`src/rtl/bcdc_pkg.sv`:
```
// Shared types, codes and constants for the byte-command disk controller.
`default_nettype none

package bcdc_pkg;

    // Buffer depth default and field widths
    localparam int unsigned BUFFER_DEPTH_DEF = 512;
    localparam int unsigned BYTE_W           = 8;
    localparam int unsigned REQ_W            = 2;
    localparam int unsigned SECTOR_W         = 32;
    localparam int unsigned S_TDATA_W        = 8;
    localparam int unsigned S_TUSER_W        = 2;
    localparam int unsigned M_TDATA_W        = 48;

    // Request kinds carried on s_tuser
    localparam logic [REQ_W-1:0] REQ_XCHG    = 2'd0;
    localparam logic [REQ_W-1:0] REQ_SELECT  = 2'd1;
    localparam logic [REQ_W-1:0] REQ_RELEASE = 2'd2;

    // Command bytes
    localparam logic [BYTE_W-1:0] CMD_STATUS    = 8'h01;
    localparam logic [BYTE_W-1:0] CMD_GEOM      = 8'h02;
    localparam logic [BYTE_W-1:0] CMD_SETUP     = 8'h03;
    localparam logic [BYTE_W-1:0] CMD_RD_SECTOR = 8'h04;
    localparam logic [BYTE_W-1:0] CMD_WR_SECTOR = 8'h05;
    localparam logic [BYTE_W-1:0] CMD_BUFFER    = 8'h06;

    // Reply values
    localparam logic [BYTE_W-1:0] REPLY_IDLE    = 8'hFF;
    localparam logic [BYTE_W-1:0] STATUS_ERROR  = 8'h08;
    localparam logic [BYTE_W-1:0] STATUS_CLEAR  = 8'h00;

    // Address translation: sectors per high-half step
    localparam logic [5:0] TRACK_MULT = 6'd36;

    // Protocol mode of the controller
    typedef enum logic [2:0] {
        MODE_IDLE    = 3'd0,
        MODE_WAITCMD = 3'd1,
        MODE_STATUS  = 3'd2,
        MODE_GEOM    = 3'd3,
        MODE_BUFFER  = 3'd4,
        MODE_READ    = 3'd5,
        MODE_WRITE   = 3'd6,
        MODE_ERROR   = 3'd7
    } mode_t;

    // Item sequencing phases
    typedef enum logic [1:0] {
        PH_IDLE   = 2'd0,
        PH_EXEC   = 2'd1,
        PH_COMMIT = 2'd2
    } phase_t;

    // Commands from controller to datapath
    typedef struct packed {
        logic capture;
        logic exec;
        logic commit;
    } ctrl_t;

    // Status from datapath to controller
    typedef struct packed {
        logic out_free;
    } stat_t;

endpackage

`default_nettype wire

```
`src/rtl/bcdc_ram.sv`:
```
// Generic single-write, single-read RAM with registered read data.
`default_nettype none

module bcdc_ram #(
    parameter int unsigned WIDTH = 8,
    parameter int unsigned DEPTH = 512
) (
    input  wire logic                     clk,
    input  wire logic                     we,
    input  wire logic [$clog2(DEPTH)-1:0] waddr,
    input  wire logic [WIDTH-1:0]         wdata,
    input  wire logic                     re,
    input  wire logic [$clog2(DEPTH)-1:0] raddr,
    output logic      [WIDTH-1:0]         rdata
);

    logic [WIDTH-1:0] mem [DEPTH];

    // Write port
    always_ff @(posedge clk)
    begin
        if (we)
        begin
            mem[waddr] <= wdata;
        end
    end

    // Registered read port
    always_ff @(posedge clk)
    begin
        if (re)
        begin
            rdata <= mem[raddr];
        end
    end

endmodule

`default_nettype wire

```
`src/rtl/bcdc_dpath.sv`:
```
// Datapath: protocol mode, counters, address translation, buffer and result register.
`default_nettype none

module bcdc_dpath import bcdc_pkg::*; #(
    parameter int unsigned BUFFER_DEPTH = BUFFER_DEPTH_DEF
) (
    input  wire logic                 clk,
    input  wire logic                 rst_n,
    input  wire ctrl_t                ctrl,
    output stat_t                     stat,
    input  wire logic [REQ_W-1:0]     req_type,
    input  wire logic [BYTE_W-1:0]    host_byte,
    input  wire logic                 cfg_valid,
    input  wire logic [SECTOR_W-1:0]  cfg_data,
    output logic                      m_tvalid,
    input  wire logic                 m_tready,
    output logic      [M_TDATA_W-1:0] m_tdata
);

    localparam int unsigned AW = $clog2(BUFFER_DEPTH);
    localparam logic [AW-1:0] POS_LAST = AW'(BUFFER_DEPTH - 1);

    // Captured item
    logic [REQ_W-1:0]    req_reg;
    logic [BYTE_W-1:0]   byte_reg;

    // Block state
    mode_t               mode_reg,   mode_next;
    logic [AW-1:0]       bcnt_reg,   bcnt_next;
    logic [SECTOR_W-1:0] addr_reg,   addr_next;
    logic                err_reg,    err_next;
    logic [AW:0]         fill_reg,   fill_next;
    logic [SECTOR_W-1:0] count_reg;
    logic [SECTOR_W-1:0] trans_reg;

    // Result register
    logic                 out_valid_reg;
    logic [M_TDATA_W-1:0] out_data_reg;

    // Commit results
    logic [BYTE_W-1:0]   reply;
    logic                xfer_valid;
    logic                xfer_is_write;
    logic [SECTOR_W-1:0] xfer_sector;

    // Buffer port signals
    logic                ram_we;
    logic [BYTE_W-1:0]   ram_rdata;
    logic [BYTE_W-1:0]   old_byte;
    logic [1:0]          pos4;

    assign stat.out_free = !out_valid_reg || m_tready;
    assign m_tvalid      = out_valid_reg;
    assign m_tdata       = out_data_reg;
    assign pos4          = bcnt_reg[1:0];

    // Sector buffer
    bcdc_ram #(
        .WIDTH (BYTE_W),
        .DEPTH (BUFFER_DEPTH)
    ) u_ram (
        .clk   (clk),
        .we    (ram_we),
        .waddr (bcnt_reg),
        .wdata (byte_reg),
        .re    (ctrl.exec),
        .raddr (bcnt_reg),
        .rdata (ram_rdata)
    );

    // Entries at or beyond the fill mark were never written and read as zero
    assign old_byte = ({1'b0, bcnt_reg} < fill_reg) ? ram_rdata : '0;

    // Item capture and translation pipeline registers
    always_ff @(posedge clk)
    begin
        if (ctrl.capture)
        begin
            req_reg  <= req_type;
            byte_reg <= host_byte;
        end
        if (ctrl.exec)
        begin
            trans_reg <= {16'h0000, addr_reg[15:0]}
                       + {16'h0000, addr_reg[31:16]} * {26'd0, TRACK_MULT};
        end
    end

    // Commit: protocol step for the captured item
    always_comb
    begin
        mode_next     = mode_reg;
        bcnt_next     = bcnt_reg;
        addr_next     = addr_reg;
        err_next      = err_reg;
        fill_next     = fill_reg;
        ram_we        = 1'b0;
        reply         = REPLY_IDLE;
        xfer_valid    = 1'b0;
        xfer_is_write = 1'b0;
        xfer_sector   = '0;
        case (req_reg)
            REQ_XCHG:
            begin
                case (mode_reg)
                    MODE_WAITCMD:
                    begin
                        case (byte_reg)
                            CMD_STATUS:
                            begin
                                mode_next = MODE_STATUS;
                            end
                            CMD_GEOM:
                            begin
                                bcnt_next = '0;
                                mode_next = MODE_GEOM;
                            end
                            CMD_RD_SECTOR:
                            begin
                                bcnt_next = '0;
                                addr_next = '0;
                                mode_next = MODE_READ;
                            end
                            CMD_WR_SECTOR:
                            begin
                                bcnt_next = '0;
                                addr_next = '0;
                                mode_next = MODE_WRITE;
                            end
                            CMD_BUFFER:
                            begin
                                bcnt_next = '0;
                                mode_next = MODE_BUFFER;
                            end
                            // init and unknown commands
                            default:
                            begin
                                mode_next = MODE_ERROR;
                            end
                        endcase
                    end
                    MODE_STATUS:
                    begin
                        reply    = err_reg ? STATUS_ERROR : STATUS_CLEAR;
                        err_next = 1'b0;
                    end
                    MODE_GEOM:
                    begin
                        reply     = count_reg[{pos4, 3'b000} +: 8];
                        bcnt_next = {{(AW-2){1'b0}}, pos4 + 2'd1};
                    end
                    MODE_BUFFER:
                    begin
                        reply     = old_byte;
                        ram_we    = ctrl.commit;
                        bcnt_next = (bcnt_reg == POS_LAST) ? '0 : bcnt_reg + 1'b1;
                        if ({1'b0, bcnt_reg} == fill_reg)
                        begin
                            fill_next = fill_reg + 1'b1;
                        end
                    end
                    MODE_READ, MODE_WRITE:
                    begin
                        addr_next[{pos4, 3'b000} +: 8] = byte_reg;
                        bcnt_next = {{(AW-2){1'b0}}, pos4 + 2'd1};
                    end
                    default:
                    begin
                        reply = REPLY_IDLE;
                    end
                endcase
            end
            REQ_SELECT:
            begin
                mode_next = MODE_WAITCMD;
            end
            REQ_RELEASE:
            begin
                if (mode_reg inside {MODE_READ, MODE_WRITE})
                begin
                    addr_next = trans_reg;
                    if (trans_reg >= count_reg)
                    begin
                        err_next = 1'b1;
                    end
                    else
                    begin
                        xfer_valid    = 1'b1;
                        xfer_is_write = (mode_reg == MODE_WRITE);
                        xfer_sector   = trans_reg;
                    end
                end
                mode_next = MODE_IDLE;
            end
            default:
            begin
                reply = REPLY_IDLE;
            end
        endcase
    end

    // State registers
    always_ff @(posedge clk or negedge rst_n)
    begin
        if (!rst_n)
        begin
            mode_reg  <= MODE_IDLE;
            bcnt_reg  <= '0;
            addr_reg  <= '0;
            err_reg   <= 1'b0;
            fill_reg  <= '0;
            count_reg <= '0;
        end
        else
        begin
            if (ctrl.commit)
            begin
                mode_reg <= mode_next;
                bcnt_reg <= bcnt_next;
                addr_reg <= addr_next;
                err_reg  <= err_next;
                fill_reg <= fill_next;
            end
            if (cfg_valid)
            begin
                count_reg <= cfg_data;
            end
        end
    end

    // Result register
    always_ff @(posedge clk or negedge rst_n)
    begin
        if (!rst_n)
        begin
            out_valid_reg <= 1'b0;
        end
        else if (ctrl.commit)
        begin
            out_valid_reg <= 1'b1;
        end
        else if (m_tready)
        begin
            out_valid_reg <= 1'b0;
        end
    end

    always_ff @(posedge clk)
    begin
        if (ctrl.commit)
        begin
            out_data_reg <= {6'b000000, xfer_sector, xfer_is_write, xfer_valid, reply};
        end
    end

endmodule

`default_nettype wire

```
`config.mk`:
```
export PLATFORM = sky130hd
export DESIGN_NAME = bcdc_dpath
export DESIGN_NICKNAME = d
export VERILOG_FILES = /design/src/rtl/bcdc_pkg.sv /design/src/rtl/bcdc_ram.sv /design/src/rtl/bcdc_dpath.sv
export SDC_FILE = /design/constraint.sdc
export NUM_CORES = 2
export LEC_CHECK = 0
export BUFFER_PORTS_ARGS = -buffer_cell sky130_fd_sc_hd__clkbuf_2
export CAP_MARGIN = 0
export CORE_ASPECT_RATIO = 1.1
export CORE_MARGIN = 3
export CORE_UTILIZATION = 38
export DETAILED_ROUTE_END_ITERATION = 12
export MAX_ROUTING_LAYER = met4
export SYNTH_ARGS = -nofsm -noshare
export SYNTH_HDL_FRONTEND = slang
export SYNTH_SLANG_ARGS = --single-unit
```
`constraint.sdc`:
```
create_clock -name clk -period 19.4 [get_ports clk]
set_input_delay 1.94 -clock clk [delete_from_list [all_inputs] [get_ports clk]]
set_output_delay 1.94 -clock clk [all_outputs]
set_load 0.05 [all_outputs]
```
==> results by group <==
Timing
  • Least-Margin Pin Slew: 1.525 ns
  • Fin. Hold Viols: 0
  • Final Max Slew Viols: 5
  • Final setup TNS: 0 ns
  • Fin crit share: 36.58%
  • Unrepaired setup endpoints after global routing: no
  • Crit path time final: 7.097 ns
  • Worst slew margin: -2.019%
  • Skew final: 0.09671 ns
  • # setup viols final: 0
  • Peak Freq: 140.9 MHz

Global route
  • GRT Util Overall: 20.42%
  • Vias in the first global route: 82210
  • Layer with the highest usage: met2
  • First-pass GRT wire length: 636500 um
  • Grt ovf: 0
  • M1 GR Usage: 26.09%
  • Met2 Use GR: 32.21%
  • Antenna violations before repair: 20
  • Largest net degree at the start of global routing: 193
  • GRT met3 Usage: 4.045%

Worst setup path
  • Worst-path fanout max: 87
  • R2R setup slack: 12.30 ns
  • R2r worst-path depth: 11
  • R2R Path Start: bcnt_reg[0]
  • CP Capture Type: register
  • Arr. time, crit path: 7.77 ns
  • Worst R2R End: u_ram.rdata[1]
  • CP Launch Type: register
  • Crit path launch: bcnt_reg[0]
  • Critical Path Sink: u_ram.rdata[1]
  • Kind of critical path: reg -> reg
  • Worst endpoint required time: 20.08 ns

Floorplan
  • Die Wd: 639.0 um
  • Core area: 438700 um2
  • Die area: 448800 um2
  • Site Rows: 255
  • Die height: 702.3 um
  • Initial core utilization: 38.18%
  • I/O pin count: 99

Placed design
  • I/O Buffers: 83
  • GP Congestion: 0.9403
  • HPWL reported at the end of detailed placement: 273900 um
  • Placed inst area: 174600 um2

Synth
  • Register area share after synthesis: 76.07%
  • Post-synth top area cell: edfxtp_1
  • Synth unique cells: 73
  • Dominant synthesized flop cell: edfxtp_1
  • Post-Syn Instances: 7754
  • Synth Warn #: 0
  • Avg Inst Size Synth: 21.60 um2
  • Async SR Flop Fraction: 2.067%
  • Synth Cell Area: 167500 um2
  • Yosys reg bits: 4258
  • Synth top area share: 74.76%
  • Number of synthesized flops with an enable pin: 4170
  • Leading post-synthesis cells by cell area: edfxtp_1 (75%), mux4_2 (16%), nor2_1 (1.4%)

Clocking
  • CTS tree: built
  • H-tree depth: 5
  • Post-CTS Resized: 0
  • Worst skew pair latency: 1.00 ns
  • # clock sinks: 4258
  • Clock tree buffer depth: 4
  • Clock Pin Slew Worst Setup and Hold Paths: 0.06 ns
  • Root Buffer: clkbuf_16
  • Setup Fix Bufs, Post-CTS: 0
  • Hold-fix buffer count after cts: 0
  • CTS Buf Count: 409

Drt
  • Iter 0 DRT Violations: 9805
  • Vias per cell: 5.768
  • Vias: 81247
  • DRC violations left: 0
  • DR pass1 iterations: 10
  • Post-route ant nets: 0
  • Total Wirelength: 450100 um
  • Drt wl/cell: 31.95 um

Cells and area
  • Commonest non-fill, non-tap cell in the layout: edfxtp_1
  • Area of the multi-input gates: 37730 um2
  • Max reg flops: 4096
  • Storage element area: 127400 um2
  • Util after Layout: 42.72%
  • Nets@finish: 8108
  • Fraction of layout cells with a size suffix above 1: 24.72%
  • Fillers: 37158
  • Most frequent cells in the layout: edfxtp_1 (4170), mux4_2 (1185), nor2_1 (617), clkbuf_16 (410), nand2_1 (188)
  • Cell area after layout: 187400 um2
  • Reg with most FFs: u_ram.mem
  • Area growth syn-to-layout: 11.89%

Pwr
  • Pleak: 56.19 nW
  • Final Total Pwr: 23.47 mW
  • PwrDens: 125.2 nW/um2
  • Worst VDD drop: 101.3 uV

Status
  • Failing checks: max-capacitance violations, max-slew violations
  • Outcome: complete, but fails checks

Worst hold path
  • HP Class: reg -> reg
  • Hold_sp: addr_reg[0]

Job
  • Max-Cap Viols: 1
==> cell families (layout without fill, tap and decap cells) <==
family | Yosys count | in the layout | share of synthesized area [%]
flip-flops | 4258 | 4258 | 76.07
multiplexers | 1372 | 1372 | 17.07
AND/OR/NAND/NOR | 1029 | 1029 | 2.596
buffers and inverters | 528 | 1053 | 1.594
AO/OA/AOI/OAI | 440 | 440 | 1.805
adder cells (fa/ha/maj) | 85 | 85 | 0.6439
XOR/XNOR | 41 | 41 | 0.2144
other | 1 | 27 | 0.002239
==> layer usage <==
layer	part of all wire [%]	wire, um
met1	38	171900
met2	48	218000
met3	8.6	38680
met4	4.8	21510
met5	0	0
==> area by class of cell <==
class	instances	area share [%]
Antenna cell	11	0.01469
Clock buffer	505	5.670
Clock inverter	226	1.144
Inverter	65	0.1302
Multi-Input combinational cell	2983	20.13
Sequential cell	4258	68.00
Tap cell	5782	3.860
Timing Repair Buffer	257	1.053
==> power breakdown <==
part / switching (mW) / leakage, nW / internal, mW / total, mW
combinational: 3.16 / 11.4 / 2.17 / 5.33
sequential: 0.149 / 38.6 / 10.3 / 10.4
clock: 3.43 / 6.20 / 4.27 / 7.70
==> critical path, cell delays in order (launching register included) <==
cell and delay (ns):
dfrtp_4 0.92, buf_4 0.69, buf_12 0.59, buf_4 0.70, buf_4 0.63, buf_4 0.61, mux4_2 0.57, mux4_2 0.56
a22oi_1 0.35, nand2_1 0.14, or4_1 0.39, or3_1 0.38
==> Yosys cell counts (all sizes together), types with 73 or more instances <==
master / number
edfxtp: 4170
mux4: 1185
nor2: 619
buf: 252
clkbuf: 211
nand2: 188
mux2i: 159
dfrtp: 88
ha: 83
a22oi: 79
nand3: 77
o21ai: 73
==> worst min path at each step <==
stage,slack (ns),cells after the start,end
after floorplan,0.43,0,trans_reg[0]
after global placement,0.43,0,trans_reg[1]
after detailed placement,0.45,0,trans_reg[0]
after CTS,0.46,0,trans_reg[0]
after global routing,0.48,0,trans_reg[0]
final,0.46,0,trans_reg[0]
==> stage by stage <==
step / cells / worst slack [ns] / hold WS (ns)
finish: 14087 / 12.30 / 0.4565
global route: 14085 / 11.72 / 0.4774
CTS: 14076 / 12.02 / 0.4598
detailed placement: 13345 / 12.08 / 0.4524
global placement: 13345 / 12.02 / 0.4308
floorplan: 7769 / 11.36 / 0.4256
Power figures use the tool's default switching activity.
